File: src/rtl/imu_sfp_pkg.sv
// Shared types and constants for the IMU serial frame parser.
// No dependencies; imported by every module of the block.
package imu_sfp_pkg;

    localparam int unsigned StoredLen = 10;
    localparam int unsigned CountW    = 4;

    localparam logic [7:0] HDR_BYTE   = 8'h55;
    localparam logic [7:0] TYPE_ACCEL = 8'h51;
    localparam logic [7:0] TYPE_MAG   = 8'h54;

    // floor(w / 100) == (w * 83887) >> 23 for every 16-bit w
    localparam logic [16:0] TEMP_RECIP = 17'd83887;
    localparam int unsigned TempShift  = 23;

    // bytes 1..9 of a gathered frame, words already assembled little-endian
    typedef struct packed {
        logic [7:0]  frame_type;
        logic [15:0] word_x;
        logic [15:0] word_y;
        logic [15:0] word_z;
        logic [15:0] word_temp;
    } t_frame;

    typedef struct packed {
        logic load;   // final byte taken, result register may load
        logic drain;  // downstream takes the held result this cycle
    } t_dec_ctrl;

endpackage

File: src/rtl/imu_serial_frame_parser.sv
// IMU serial frame parser: 11-byte 0x55-headed frames to axis/temperature results.
// Results are registered: o_valid rises in the cycle after a known-type frame's final byte is accepted.
// Throughput: one byte per cycle; only the final byte of a frame waits, and only
// while the result register is full and stalled downstream.
// Reset (synchronous, active low) clears the byte counter and the result valid;
// the frame byte store is not cleared.
module imu_serial_frame_parser
    import imu_sfp_pkg::*;
(
    input  logic               i_clk,
    input  logic               i_rst_n,
    input  logic               i_valid,
    output logic               o_stall,
    input  logic        [7:0]  i_rx_byte,
    output logic               o_valid,
    input  logic               i_stall,
    output logic        [1:0]  o_frame_kind,
    output logic signed [15:0] o_axis_x,
    output logic signed [15:0] o_axis_y,
    output logic signed [15:0] o_axis_z,
    output logic        [9:0]  o_temperature
);

    logic      take;
    logic      last;
    t_frame    frame;
    t_dec_ctrl ctrl;

    // final byte needs a free result slot
    assign o_stall    = last && o_valid && i_stall;
    assign take       = i_valid && !o_stall;
    assign ctrl.load  = take && last;
    assign ctrl.drain = o_valid && !i_stall;

    imu_sfp_assembler u_asm (
        .i_clk   (i_clk),
        .i_rst_n (i_rst_n),
        .i_take  (take),
        .i_byte  (i_rx_byte),
        .o_last  (last),
        .o_frame (frame)
    );

    imu_sfp_decode u_dec (
        .i_clk         (i_clk),
        .i_rst_n       (i_rst_n),
        .i_ctrl        (ctrl),
        .i_frame       (frame),
        .o_valid       (o_valid),
        .o_frame_kind  (o_frame_kind),
        .o_axis_x      (o_axis_x),
        .o_axis_y      (o_axis_y),
        .o_axis_z      (o_axis_z),
        .o_temperature (o_temperature)
    );

    a_stall_only_last: assert property (@(posedge i_clk) disable iff (!i_rst_n)
        o_stall |-> last && o_valid)
        else $error("input stalled outside frame end");

endmodule

File: src/rtl/imu_sfp_assembler.sv
// Header hunt, byte counter and frame byte store.
// Depends on imu_sfp_pkg.
module imu_sfp_assembler
    import imu_sfp_pkg::*;
(
    input  logic       i_clk,
    input  logic       i_rst_n,
    input  logic       i_take,
    input  logic [7:0] i_byte,
    output logic       o_last,
    output t_frame     o_frame
);

    logic [CountW-1:0] r_count;
    logic [CountW-1:0] n_count;
    logic [7:0]        r_bytes [StoredLen];
    logic              in_frame;
    logic              at_last;

    // out-of-range count behaves as zero
    assign in_frame = (r_count != '0) && (r_count < CountW'(StoredLen + 1));
    assign at_last  = (r_count == CountW'(StoredLen));
    assign o_last   = at_last;

    always_comb begin
        n_count = r_count;
        if (i_take) begin
            if (!in_frame) begin
                n_count = (i_byte == HDR_BYTE) ? CountW'(1) : '0;
            end else if (at_last) begin
                n_count = '0;
            end else begin
                n_count = r_count + CountW'(1);
            end
        end
    end

    always_ff @(posedge i_clk) begin
        if (!i_rst_n) begin
            r_count <= '0;
        end else begin
            r_count <= n_count;
        end
    end

    always_ff @(posedge i_clk) begin
        if (i_take && in_frame && !at_last) begin
            r_bytes[r_count] <= i_byte;
        end
    end

    assign o_frame.frame_type = r_bytes[1];
    assign o_frame.word_x     = {r_bytes[3], r_bytes[2]};
    assign o_frame.word_y     = {r_bytes[5], r_bytes[4]};
    assign o_frame.word_z     = {r_bytes[7], r_bytes[6]};
    assign o_frame.word_temp  = {r_bytes[9], r_bytes[8]};

    a_count_range: assert property (@(posedge i_clk) disable iff (!i_rst_n)
        r_count <= CountW'(StoredLen))
        else $error("byte count out of range");

    a_restart: assert property (@(posedge i_clk) disable iff (!i_rst_n)
        i_take && at_last |=> r_count == '0)
        else $error("parser did not restart after frame");

endmodule

File: src/rtl/imu_sfp_decode.sv
// Frame type decode, temperature scaling and the result register.
// Depends on imu_sfp_pkg.
module imu_sfp_decode
    import imu_sfp_pkg::*;
(
    input  logic               i_clk,
    input  logic               i_rst_n,
    input  t_dec_ctrl          i_ctrl,
    input  t_frame             i_frame,
    output logic               o_valid,
    output logic        [1:0]  o_frame_kind,
    output logic signed [15:0] o_axis_x,
    output logic signed [15:0] o_axis_y,
    output logic signed [15:0] o_axis_z,
    output logic        [9:0]  o_temperature
);

    logic        r_valid;
    logic [1:0]  r_kind;
    logic [15:0] r_x;
    logic [15:0] r_y;
    logic [15:0] r_z;
    logic [9:0]  r_temp;
    logic        known;
    logic [7:0]  kind_full;
    logic [32:0] temp_prod;

    assign known     = (i_frame.frame_type >= TYPE_ACCEL) && (i_frame.frame_type <= TYPE_MAG);
    assign kind_full = i_frame.frame_type - TYPE_ACCEL;
    assign temp_prod = {17'd0, i_frame.word_temp} * {16'd0, TEMP_RECIP};

    always_ff @(posedge i_clk) begin
        if (!i_rst_n) begin
            r_valid <= 1'b0;
        end else if (i_ctrl.load && known) begin
            r_valid <= 1'b1;
        end else if (i_ctrl.drain) begin
            r_valid <= 1'b0;
        end
    end

    always_ff @(posedge i_clk) begin
        if (i_ctrl.load && known) begin
            r_kind <= kind_full[1:0];
            r_x    <= i_frame.word_x;
            r_y    <= i_frame.word_y;
            r_z    <= i_frame.word_z;
            r_temp <= temp_prod[TempShift +: 10];
        end
    end

    assign o_valid       = r_valid;
    assign o_frame_kind  = r_kind;
    assign o_axis_x      = signed'(r_x);
    assign o_axis_y      = signed'(r_y);
    assign o_axis_z      = signed'(r_z);
    assign o_temperature = r_temp;

    a_no_overwrite: assert property (@(posedge i_clk) disable iff (!i_rst_n)
        r_valid && !i_ctrl.drain |-> !i_ctrl.load)
        else $error("result register overwritten while held");

    a_load_shows: assert property (@(posedge i_clk) disable iff (!i_rst_n)
        i_ctrl.load && known |=> r_valid)
        else $error("known frame produced no result");

endmodule
File: config.mk
export PLATFORM = sky130hd
export DESIGN_NAME = imu_serial_frame_parser
export DESIGN_NICKNAME = d
export VERILOG_FILES = /design/src/rtl/imu_sfp_pkg.sv /design/src/rtl/imu_serial_frame_parser.sv /design/src/rtl/imu_sfp_assembler.sv /design/src/rtl/imu_sfp_decode.sv
export SDC_FILE = /design/constraint.sdc
export NUM_CORES = 1
export LEC_CHECK = 0
export ABC_AREA = 1
export BUFFER_PORTS_ARGS = -buffer_cell sky130_fd_sc_hd__buf_2
export CAP_MARGIN = 0
export CORE_MARGIN = 10
export CORE_UTILIZATION = 47
export CTS_BUF_LIST = sky130_fd_sc_hd__clkbuf_8
export CTS_CLUSTER_SIZE = 25
export DETAILED_ROUTE_END_ITERATION = 6
export MAX_ROUTING_LAYER = met4
export PLACE_DENSITY = 0.69
export SLEW_MARGIN = 30
export SYNTH_ARGS = -nofsm -noshare
export SYNTH_HDL_FRONTEND = slang
export SYNTH_HIERARCHICAL = 1
export SYNTH_SLANG_ARGS = --single-unit
File: constraint.sdc
create_clock -name i_clk -period 5.1 [get_ports i_clk]
set_input_delay 0.255 -clock i_clk [delete_from_list [all_inputs] [get_ports i_clk]]
set_output_delay 0.255 -clock i_clk [all_outputs]
set_load 0.03 [all_outputs]
Yosys cells after proc, flatten, opt, wreduce, memory -nomap -nowiden
Memories as Yosys holds them, arrays and structs flattened. A register that Yosys moved wholly into a read port is not among the register bits.
Cells that the tools add are included.
{"block": "op_classes", "eq_ne": 2, "n_reduce_logical": 15, "mux": 7, "n_mul": 1, "magnitude_cmp": 3, "add_sub_neg": 2}
{"op": "$mul A16 B17 Y33 const B", "count": 1}
{"op": "$logic_and A1 B1 Y1", "count": 10}
{"op": "$eq A8 B7 Y1 const B", "count": 1}
{"op": "$ge A8 B7 Y1 const B", "count": 1}
{"op": "$le A8 B7 Y1 const B", "count": 1}
{"op": "$mux W4", "count": 2}
{"op": "$mux W1", "count": 5}
{"op": "$add A4 B1 Y4 const B", "count": 1}
{"op": "$eq A4 B4 Y1 const B", "count": 1}
{"op": "$lt A4 B4 Y1 const B", "count": 1}
{"op": "$reduce_bool A4 Y1", "count": 1}
{"op": "$logic_not A1 Y1", "count": 3}
{"op": "$reduce_bool A2 Y1", "count": 1}
{"op": "$sub A2 B1 Y2 const B", "count": 1}
{"block": "word_totals", "in_bits": 12, "register_bits": 17, "memories": 1, "output_inout_bits": 62, "word_cells": 35, "ramBits": 80}
{"memory": "u_asm.r_bytes", "words": 10, "width": 8, "rd": 9, "rd_ports_with_merged_regs": 6, "wr": 1, "line": "imu_sfp_assembler.sv:16", "text": "logic [7:0] r_bytes [StoredLen];"}

Depth between registers and ports, before layout
Gate-level depths: netlist (run 1).
{"block": "logic_depth", "depth_word": 9, "ltp_mapped": 25, "mapped_depth_nobuf": 25}

Cells and area by module
Netlist (run 1), hierarchy kept.
{"module": "imu_sfp_decode", "instances": 1, "area_each_um2": 7488.4, "cells_each": 790, "seq_area_each_um2": 1821.7}
{"module": "imu_sfp_assembler", "instances": 1, "area_each_um2": 2508.7, "cells_each": 137, "seq_area_each_um2": 2242.2}
{"module": "imu_serial_frame_parser", "instances": 1, "area_each_um2": 36.3, "cells_each": 9, "seq_area_each_um2": 0.0}

Worst setup path before layout (run 1)
No wires, ideal clock.
{"block": "synth_path", "kind": "reg-to-reg", "from": "memory u_asm.r_bytes[9][6]", "to": "register u_dec.r_temp[3], in the netlist u_dec/o_temperature[3], data pin", "n_path_buf": 0, "t_required_ns": 4.848, "t_arrival_ns": 4.903, "stages_incl_launch_ff": 19, "path_slack_ns": -0.055, "setup_time_ns": 0.252, "synth_period_minus_slack_ns": 5.155, "cell_sequence": "edfxtp_1 -> fa_1 -> inv_1 -> fa_1 -> inv_1 -> fa_1 -> fa_1 -> fa_1 -> inv_1 -> fa_1 -> inv_1 -> ha_1 -> a21oi_1 -> o21ai_0 -> and2_2 -> nor3_2 -> nand2_1 -> nand2_1 -> nand2_1"}
{"element": "start, declared", "line": "imu_sfp_assembler.sv:16"}
{"element": "end signal, assigned", "line": "imu_sfp_decode.sv:48", "text": "r_temp <= temp_prod[TempShift +: 10];"}
{"element": "end, declared", "line": "imu_sfp_decode.sv:23", "text": "logic [9:0] r_temp;"}

==> results of run 1 <==
==> flip-flops by register name (all words and copies together) (netlist names) <==
signal,cells
u_asm/r_count,4
u_dec/o_frame_kind,2
u_dec/o_temperature,10
u_dec/o_axis_y,16
u_dec/o_valid,1
u_dec/o_axis_x,16
u_asm/r_bytes,72
u_dec/o_axis_z,16
==> timing repair <==
item	in CTS	in global routing
buffers inserted	10	13
endpoints found under the setup margin	10	10
hold endpoints to repair	0	0
gates resized for setup	22	124
pin swaps	23	83
==> cell usage after synthesis (all sizes together) <==
library cell	number
and2	1
o21bai	4
nand3	25
nor2	60
xnor2	1
or2	2
fa	97
nand2	160
nor3	10
ha	136
a211oi	1
nand4	5
o21ai	16
a21o	1
dfxtp	5
edfxtp	132
nor4	1
inv	247
a21oi	30
a21boi	1
o21a	1
==> per-stage QoR <==
stage / cells / power, mW
2_1_floorplan: 936 / 1.26
3_3_place_gp: 1333 / 1.28
3_5_place_dp: 1333 / 1.28
4_1_cts: 1375 / 2.19
5_1_grt: 1388 / 2.23
6_report: 1388 / 2.15
==> kinds of logic after synthesis <==
family / count (synthesis)
compound gates: 54
xor+xnor: 1
fa+ha+maj: 233
buf+inv: 247
flops: 137
simple gates: 264
==> worst max path at each step <==
stage | from | end | cells past startpoint
6_report | u_asm/r_bytes[8][4]$_DFFE_PP_ | u_dec/o_temperature[9]$_DFFE_PP_ | 21
5_1_grt | u_asm/r_bytes[8][5]$_DFFE_PP_ | u_dec/o_temperature[7]$_DFFE_PP_ | 22
4_1_cts | u_asm/r_bytes[8][6]$_DFFE_PP_ | u_dec/o_temperature[4]$_DFFE_PP_ | 20
3_5_place_dp | u_asm/r_bytes[9][5]$_DFFE_PP_ | u_dec/o_temperature[4]$_DFFE_PP_ | 18
3_3_place_gp | u_asm/r_bytes[8][4]$_DFFE_PP_ | u_dec/o_temperature[8]$_DFFE_PP_ | 20
2_1_floorplan | u_asm/r_bytes[9][6]$_DFFE_PP_ | u_dec/o_temperature[3]$_DFFE_PP_ | 18
==> report_power, final <==
group          switching [mW]  leakage (nW)  internal, mW
logic                  0.0204          4.51       0.00642
registers            0.000874          1.23          1.22
clock network           0.458         0.194         0.445
==> routing by layer <==
metal	global-route usage (%)	vias to the layer above	wire, microns
met1	20.2	3381	9820
li1	-	3290	-
met5	-	-	0
met4	5.24	0	259
met2	27.2	151	11600
met3	1.77	22	811
==> cell type report <==
| type | instances | area share, % |
|---|---|---|
| clock buffers | 17 | 1.90 |
| clock inverters | 15 | 1.35 |
| inverters | 247 | 7.57 |
| multi-input cells | 552 | 45.9 |
| flip-flops and latches | 137 | 33.0 |
| well taps | 275 | 2.79 |
| repair buffers | 145 | 7.48 |
==> flow_metrics.py, run 1 <==
metrics = {
    "timing": {
        "finClkSkew_ns": 0.0186,
        "final-hold-violation-count": 0,
        "rsz0062_at_grt": "yes",
        "fin_ws_ns": 0.118,
        "setup_viol": 0,
        "final_max_slew_viol_count": 0,
        "post-route-min-period_ns": 4.98,
        "finalCritPeriodShare_pct": 97.7,
        "worst_pin_slew_ns": 0.869,
        "setup_tns_ns": 0,
        "holdWs_ns": 0.0777,
        "slew-limit-headroom_pct": 42.0,
        "max_freq_ghz": 0.201,
    },
    "run_status": {
        "outcome": "complete, no violations",
    },
    "finish": {
        "fin_nets": 1345,
        "area_growth_pct": 22.8,
        "final_core_util_pct": 58.6,
        "stdcell_area_sq_mm": 0.0123,
        "seqCellArea_sq_mm": 0.00406,
        "insertedDiodeCount": 0,
        "fill_cells": 1689,
        "final_common_cell": "inv_1",
        "final_cell_mix": "227 x inv_1, 132 x edfxtp_1, 126 x nand2_1",
        "multi_input_area_sq_mm": 0.00566,
        "drive_gt1_share_pct": 27.7,
    },
    "run": {
        "maxCapViolCount": 0,
    },
    "worst_hold_path": {
        "hold_path_depth": 2,
        "worstHoldEndpoint": "u_dec/o_valid$_SDFFE_PN0P_",
        "hp-class": "in2reg",
        "hp-start": "i_rst_n",
    },
    "routing": {
        "drc": 0,
        "drt_iter0_drc": 428,
        "drtPass1Iterations": 5,
        "ant_nets": 0,
        "wl_per_cell_microns": 16.2,
        "routed_wl_mm": 22.5,
        "routed_via_density": 4.93,
        "via_count": 6844,
    },
    "floorplanning": {
        "rows": 53,
        "core_area_sq_mm": 0.0210,
        "dieHeight_microns": 166,
        "initial_core_util_pct": 47.7,
        "die_area_sq_mm": 0.0276,
        "fp.dieW_microns": 166,
        "ios": 74,
    },
    "grt": {
        "grt_pass1_vias": 6809,
        "grt_pass1_wl_mm": 34.6,
        "overflow": 0,
        "grt_max_degree": 37,
        "grtUsageTotal_pct": 16.2,
        "antenna_found_initial": 0,
    },
    "clock_network": {
        "h-tree-depth": 4,
        "cts_root_buf": "clkbuf_8",
        "cts_buffers": 17,
        "clk_latency_ns": 0.45,
        "clock_path_buffers": 2,
        "ctsHoldBuffers": 0,
        "cts.clk_slew.worst_paths_ns": 0.10,
        "cts_tree": "built",
        "cts.sinks": 137,
    },
    "critical_path": {
        "cp_cell_sequence": "fa_1, inv_2, fa_1, inv_1, fa_1, fa_2, fa_1, inv_1, fa_1, inv_2, ha_4, nand2_4, inv_4, buf_6, nand2_4, nor2_2, nor2_2, nand2_2, nand2_2, nand3_1, nand2_1",
        "crit_buf_inv": 6,
        "crit_path_start_kind": "flip-flop",
        "timing.rr.start": "u_asm/r_bytes[8][4]$_DFFE_PP_",
        "worstPathArrival_ns": 5.19,
        "crit_family": "adder cells",
        "timing.reg2reg.setup_slack_ns": 0.12,
        "reg2regPathDepth": 21,
        "crit_path_max_incr_delay_ns": 0.59,
        "path_class": "reg2reg",
        "slowest_stage": "fa_1",
        "required_ns": 5.31,
        "crit_fanout": 3,
        "cp_common_cell": "fa_1",
        "timing.rr.end": "u_dec/o_temperature[9]$_DFFE_PP_",
        "crit_path_end_kind": "flip-flop",
    },
    "synth": {
        "synth.avg_cell_area_sq_um": 10.7,
        "synth_compound_area_share_pct": 2.89,
        "ys_warn_count": 6,
        "yosys.area_share.adder_pct": 36.3,
        "synth_seq_area_share_pct": 40.5,
        "synth_cell_types": 27,
        "synthXorXnorAreaFrac_pct": 0.0873,
        "synthesis.nets": 1181,
        "synthMuxAreaShare_pct": 0,
        "synth-seq-cells": 137,
        "syn_inst": 936,
        "synth-simple-area-share_pct": 11.0,
        "synth_top_cell_area_share_pct": 39.5,
        "synth_top_family_by_area": "adder cells",
        "synth_area_leader_cell": "edfxtp_1",
        "netlist_area_sq_mm": 0.0100,
        "synthTopCellsByArea": "edfxtp_1 40%, fa_1 19%, ha_1 17%, inv_1 9.2%, nand2_1 5.9%",
    },
    "placement": {
        "postPlaceCellArea_sq_mm": 0.0111,
        "portBuffers": 73,
        "pre_cts_ws_ns": -0.151,
        "place_congestion": 0.951,
        "hpwl_mm": 17.7,
    },
    "power": {
        "p_per_area_mw_per_mm2": 175,
        "leakagePower_nw": 5.93,
        "ir_drop_uv": 268,
    },
}
Power figures use the tool's default switching activity.
==> run 2, diff against run 1 <==
--- a/config.mk
+++ b/config.mk
@@ -8,14 +8,14 @@
 export ABC_AREA = 1
 export BUFFER_PORTS_ARGS = -buffer_cell sky130_fd_sc_hd__buf_2
 export CAP_MARGIN = 0
-export CORE_MARGIN = 10
+export CORE_MARGIN = 2
 export CORE_UTILIZATION = 47
 export CTS_BUF_LIST = sky130_fd_sc_hd__clkbuf_8
 export CTS_CLUSTER_SIZE = 25
 export DETAILED_ROUTE_END_ITERATION = 6
 export MAX_ROUTING_LAYER = met4
-export PLACE_DENSITY = 0.69
-export SLEW_MARGIN = 30
+export PLACE_DENSITY = 0.64
+export SLEW_MARGIN = 20
 export SYNTH_ARGS = -nofsm -noshare
 export SYNTH_HDL_FRONTEND = slang
 export SYNTH_HIERARCHICAL = 1
==> flow_metrics.py, run 2 (synthesis results as in run 1) <==
metrics = {
    "run_status": {
        "outcome": "complete, no violations",
    },
    "clock_network": {
        "clk_latency_ns": 0.44,
        "h-tree-depth": 4,
        "cts.clk_slew.worst_paths_ns": 0.10,
        "clock_path_buffers": 2,
        "cts_buffers": 17,
        "cts_root_buf": "clkbuf_8",
        "cts_tree": "built",
        "ctsHoldBuffers": 0,
        "cts.sinks": 137,
    },
    "worst_hold_path": {
        "hp-class": "in2reg",
        "hp-start": "i_rst_n",
    },
    "critical_path": {
        "required_ns": 5.31,
        "timing.rr.start": "u_asm/r_bytes[9][2]$_DFFE_PP_",
        "crit_path_start_kind": "flip-flop",
        "crit_path_max_incr_delay_ns": 0.57,
        "slowest_stage": "fa_1",
        "crit_path_end_kind": "flip-flop",
        "crit_family": "adder cells",
        "cp_cell_sequence": "buf_4, ha_1, inv_2, fa_1, fa_1, inv_2, fa_1, fa_1, fa_1, ha_4, nand2_2, buf_4, inv_1, nand4_1, nor3_2, nand2_2, nand3_1, nand2_1",
        "crit_path_start": "u_asm/r_bytes[9][2]$_DFFE_PP_",
        "crit_fanout": 4,
        "worstPathArrival_ns": 5.22,
        "crit_buf_inv": 5,
        "path_class": "reg2reg",
        "cp_common_cell": "fa_1",
    },
    "grt": {
        "grt_max_degree": 40,
        "grt_pass1_wl_mm": 33.0,
        "antenna_found_initial": 0,
        "overflow": 0,
        "grt_pass1_vias": 6475,
        "grtUsageTotal_pct": 20.0,
    },
    "floorplanning": {
        "ios": 74,
        "die_area_sq_mm": 0.0225,
        "core_area_sq_mm": 0.0210,
        "initial_core_util_pct": 47.9,
        "rows": 53,
        "dieHeight_microns": 150,
        "fp.dieW_microns": 150,
    },
    "power": {
        "power_switching_uw": 489,
        "power_frac_seq_pct": 55.2,
        "p_per_area_mw_per_mm2": 181,
        "p_int_mw": 1.73,
        "clkPwrFrac_pct": 43.5,
        "ir_drop_uv": 200,
        "leakagePower_nw": 5.86,
        "p_comb_share_pct": 1.3,
        "power.total_mw": 2.22,
        "swShare_pct": 22.1,
    },
    "routing": {
        "wl_per_cell_microns": 15.7,
        "ant_nets": 0,
        "routed_wl_mm": 21.7,
        "drt_iter0_drc": 354,
        "via_count": 6652,
        "drc": 0,
        "routed_via_density": 4.81,
        "drtPass1Iterations": 5,
    },
    "timing": {
        "worst_pin_slew_ns": 0.955,
        "finClkSkew_ns": 0.0163,
        "slew-limit-headroom_pct": 36.2,
        "holdWs_ns": 0.0852,
        "final_max_slew_viol_count": 0,
        "finalCritPeriodShare_pct": 98.3,
        "max_freq_ghz": 0.200,
        "setup_viol": 0,
        "post-route-min-period_ns": 5.01,
        "final-hold-violation-count": 0,
        "rsz0062_at_grt": "yes",
    },
    "finish": {
        "fin_nets": 1340,
        "insertedDiodeCount": 0,
        "fill_cells": 1761,
        "regMostFlops": "u_asm/r_bytes",
        "final_common_cell": "inv_1",
        "drive_gt1_share_pct": 26.8,
        "final_core_util_pct": 58.4,
        "largest_reg_flops": 72,
        "area_growth_pct": 22.0,
        "final_cell_mix": "228 x inv_1, 132 x edfxtp_1, 131 x nand2_1",
    },
    "placement": {
        "place_congestion": 0.946,
        "portBuffers": 73,
        "hpwl_mm": 17.1,
    },
    "run": {
        "maxCapViolCount": 0,
    },
}
==> run 2: cell count changes in the layout (fill, tap and decap cells not counted), sizes merged <==
cell,delta
clkinvlp,-2
bufinv,+1
buf,-5
clkinv,+1
==> run 2: layer usage <==
| layer | share of wire (%) | track usage (%) | vias up |
|---|---|---|---|
| met3 | 4.1 | 2.85 | 26 |
| met4 | 1.9 | 6.75 | 0 |
| met2 | 48 | 30.9 | 142 |
| met5 | 0 | - | - |
| li1 | - | - | 3284 |
| met1 | 46 | 27.5 | 3200 |
==> run 2: final cells by class <==
class                           count  area (sq um)  share of cell area [%]
Multi-Input combinational cell    552          5590                    45.7
Inverter                          247           930                    7.59
Sequential cell                   137          4060                    33.2
Tap cell                          275           344                    2.81
Clock inverter                     15           193                    1.57
Timing Repair Buffer              140           883                    7.22
Clock buffer                       17           234                    1.91
==> run 2: worst reg2reg max path, stage by stage, from the launching register on <==
cell and delay (ns):
edfxtp_1 0.41, buf_4 0.18, ha_1 0.32, inv_2 0.07
fa_1 0.53, fa_1 0.57, inv_2 0.04, fa_1 0.55
fa_1 0.47, fa_1 0.53, ha_4 0.34, nand2_2 0.07
buf_4 0.14, inv_1 0.09, nand4_1 0.13, nor3_2 0.14
nand2_2 0.08, nand3_1 0.08, nand2_1 0.06
==> run 2: what timing repair did <==
| item | 4_1_cts | 5_1_grt |
|---|---|---|
| resized for setup | 20 | 114 |
| endpoints found under the setup margin | 10 | 10 |
| pin swaps | 13 | 81 |
| setup buffers | 6 | 9 |
==> run 2: power groups by stage <==
stage	Sequential [mW]	Combinational, mW	Clock [mW]
floorplan	1.25	0.00881	0
global placement	1.25	0.0276	0
detailed placement	1.25	0.0280	0
CTS	1.22	0.0281	0.997
global route	1.22	0.0306	1.02
finish	1.22	0.0278	0.965
==> run 2: final timing paths <==
| path | endpoint | depth (start not counted) | slack (ns) |
|---|---|---|---|
| worst max-delay path | u_dec/o_temperature[3]$_DFFE_PP_ | 18 | 0.09 |
| worst min register to register | u_dec/o_axis_y[8]$_DFFE_PP_ | 0 | 0.41 |
| worst max register to register | u_dec/o_temperature[3]$_DFFE_PP_ | 18 | 0.09 |
| worst min-delay path | u_dec/o_valid$_SDFFE_PN0P_ | 2 | 0.09 |
==> run 2: per-stage QoR <==
step	instance area (sq um)	cells	setup TNS (ns)	worst slack [ns]
2_1_floorplan	10000	936	0	0.0175
3_3_place_gp	11100	1336	-0.671	-0.166
3_5_place_dp	11100	1336	-0.990	-0.185
4_1_cts	11700	1374	0	0.00106
5_1_grt	12200	1383	-0.309	-0.0621
6_report	12200	1383	0	0.0884
==> run 3, diff against run 2 <==
--- a/config.mk
+++ b/config.mk
@@ -10,7 +10,7 @@
 export CAP_MARGIN = 0
 export CORE_MARGIN = 2
 export CORE_UTILIZATION = 47
-export CTS_BUF_LIST = sky130_fd_sc_hd__clkbuf_8
+export CTS_BUF_LIST = sky130_fd_sc_hd__clkbuf_8 sky130_fd_sc_hd__clkbuf_16
 export CTS_CLUSTER_SIZE = 25
 export DETAILED_ROUTE_END_ITERATION = 6
 export MAX_ROUTING_LAYER = met4
==> flow_metrics.py, run 3 (synthesis results as in run 1) <==
metrics = {
    "clock_network": {
        "cts.sinks": 137,
        "h-tree-depth": 4,
        "cts_buffers": 17,
        "clock_path_buffers": 2,
        "ctsHoldBuffers": 0,
        "cts_tree": "built",
        "cts_root_buf": "clkbuf_16",
        "cts.clk_slew.worst_paths_ns": 0.07,
        "clk_latency_ns": 0.42,
    },
    "routing": {
        "ant_nets": 0,
        "via_count": 6750,
        "wl_per_cell_microns": 16.1,
        "drtPass1Iterations": 7,
        "drc": 1,
        "routed_via_density": 4.87,
        "drt_iter0_drc": 450,
        "routed_wl_mm": 22.3,
    },
    "grt": {
        "overflow": 0,
        "grt_pass1_wl_mm": 33.2,
        "antenna_found_initial": 0,
        "grtUsageTotal_pct": 20.2,
        "grt_max_degree": 40,
        "grt_pass1_vias": 6474,
    },
    "timing": {
        "finalCritPeriodShare_pct": 99.3,
        "setup_viol": 0,
        "slew-limit-headroom_pct": 37.3,
        "finClkSkew_ns": 0.0129,
        "post-route-min-period_ns": 5.07,
        "fin_ws_ns": 0.0337,
        "worst_pin_slew_ns": 0.939,
        "max_freq_ghz": 0.197,
        "final_max_slew_viol_count": 0,
        "final-hold-violation-count": 0,
        "setup_tns_ns": 0,
        "rsz0062_at_grt": "yes",
    },
    "finish": {
        "fin_nets": 1342,
        "area_growth_pct": 25.2,
        "regMostFlops": "u_asm/r_bytes",
        "largest_reg_flops": 72,
        "insertedDiodeCount": 0,
        "final_common_cell": "inv_1",
        "multi_input_area_sq_mm": 0.00569,
        "drive_gt1_share_pct": 29.0,
        "fill_cells": 1710,
        "seqCellArea_sq_mm": 0.00406,
        "final_cell_mix": "224 x inv_1, 132 x edfxtp_1, 121 x nand2_1",
    },
    "run_status": {
        "failed_checks": "design-rule violations",
        "outcome": "finished with violations",
    },
    "floorplanning": {
        "core_area_sq_mm": 0.0210,
        "die_area_sq_mm": 0.0225,
        "dieHeight_microns": 150,
        "initial_core_util_pct": 47.9,
        "rows": 53,
        "fp.dieW_microns": 150,
        "ios": 74,
    },
    "critical_path": {
        "cp_common_cell": "fa_2",
        "crit_path_start_kind": "flip-flop",
        "required_ns": 5.28,
        "crit_path_end_kind": "flip-flop",
        "crit_buf_inv": 3,
        "crit_path_max_incr_delay_ns": 0.65,
        "cp_cell_sequence": "fa_2, buf_6, fa_2, fa_2, fa_2, fa_1, fa_1, ha_4, nand2_2, buf_4, inv_1, nand4_1, nor3_2, nand2_2, nand3_2, nand2_1",
        "worstPathArrival_ns": 5.24,
        "path_class": "reg2reg",
        "slowest_stage": "fa_2",
        "crit_family": "adder cells",
        "crit_fanout": 6,
    },
    "placement": {
        "portBuffers": 73,
        "place_congestion": 0.946,
        "hpwl_mm": 17.1,
        "pre_cts_ws_ns": -0.185,
    },
    "power": {
        "power.total_mw": 2.55,
        "p_per_area_mw_per_mm2": 203,
        "ir_drop_uv": 196,
        "leakagePower_nw": 5.97,
    },
    "worst_hold_path": {
        "hp-class": "in2reg",
    },
    "run": {
        "maxCapViolCount": 0,
    },
}
==> run 3: routing by layer <==
layer | routed length, microns | GRT usage, % | vias up
met4 | 273 | 5.47 | 0
met2 | 11100 | 31.5 | 179
met3 | 1090 | 3.67 | 20
met5 | 0 | - | -
met1 | 9840 | 27.5 | 3257
li1 | - | - | 3294
==> run 3: what timing repair did <==
item / in CTS / in global routing
endpoints found under the setup margin: 10 / 10
buffers inserted: 6 / 11
resized for setup: 21 / 142
pin swaps: 11 / 93
==> run 3: path summary, 6_finish.rpt <==
check        cells after the start                                to  slack (ns)                          start
max                             16  u_dec/o_temperature[3]$_DFFE_PP_        0.03  u_asm/r_bytes[9][1]$_DFFE_PP_
min reg2reg                      0       u_dec/o_axis_y[8]$_DFFE_PP_        0.41  u_asm/r_bytes[5][0]$_DFFE_PP_
min                              2        u_dec/o_valid$_SDFFE_PN0P_        0.11                        i_rst_n
max reg2reg                     16  u_dec/o_temperature[3]$_DFFE_PP_        0.03  u_asm/r_bytes[9][1]$_DFFE_PP_
==> run 3: power breakdown <==
part           leakage, nW  total (mW)  internal, mW  switching (mW)
Combinational         4.44      0.0276       0.00641          0.0212
Sequential            1.23        1.23          1.23        0.000865
Clock                0.301        1.29         0.783           0.511
Total                 5.97        2.55          2.01           0.533
==> run 3: stage by stage <==
step                area (sq um)  std cells  utilization, %  hold WS (ns)
CTS                        11900       1374            56.8        0.0890
global route               12600       1385            59.9        0.0981
finish                     12600       1385            59.9         0.110
global placement           11100       1336            53.2         0.400
detailed placement         11100       1336            53.2         0.405
floorplan                  10000        936               -         0.354
==> run 3: layout make-up <==
cell class,count,share of cell area (%)
tap,275,2.74
clock buffer,17,3.39
sequential,137,32.4
timing repair buffer,142,7.21
multi-input combinational,552,45.3
clock inverter,15,1.53
inverter,247,7.42
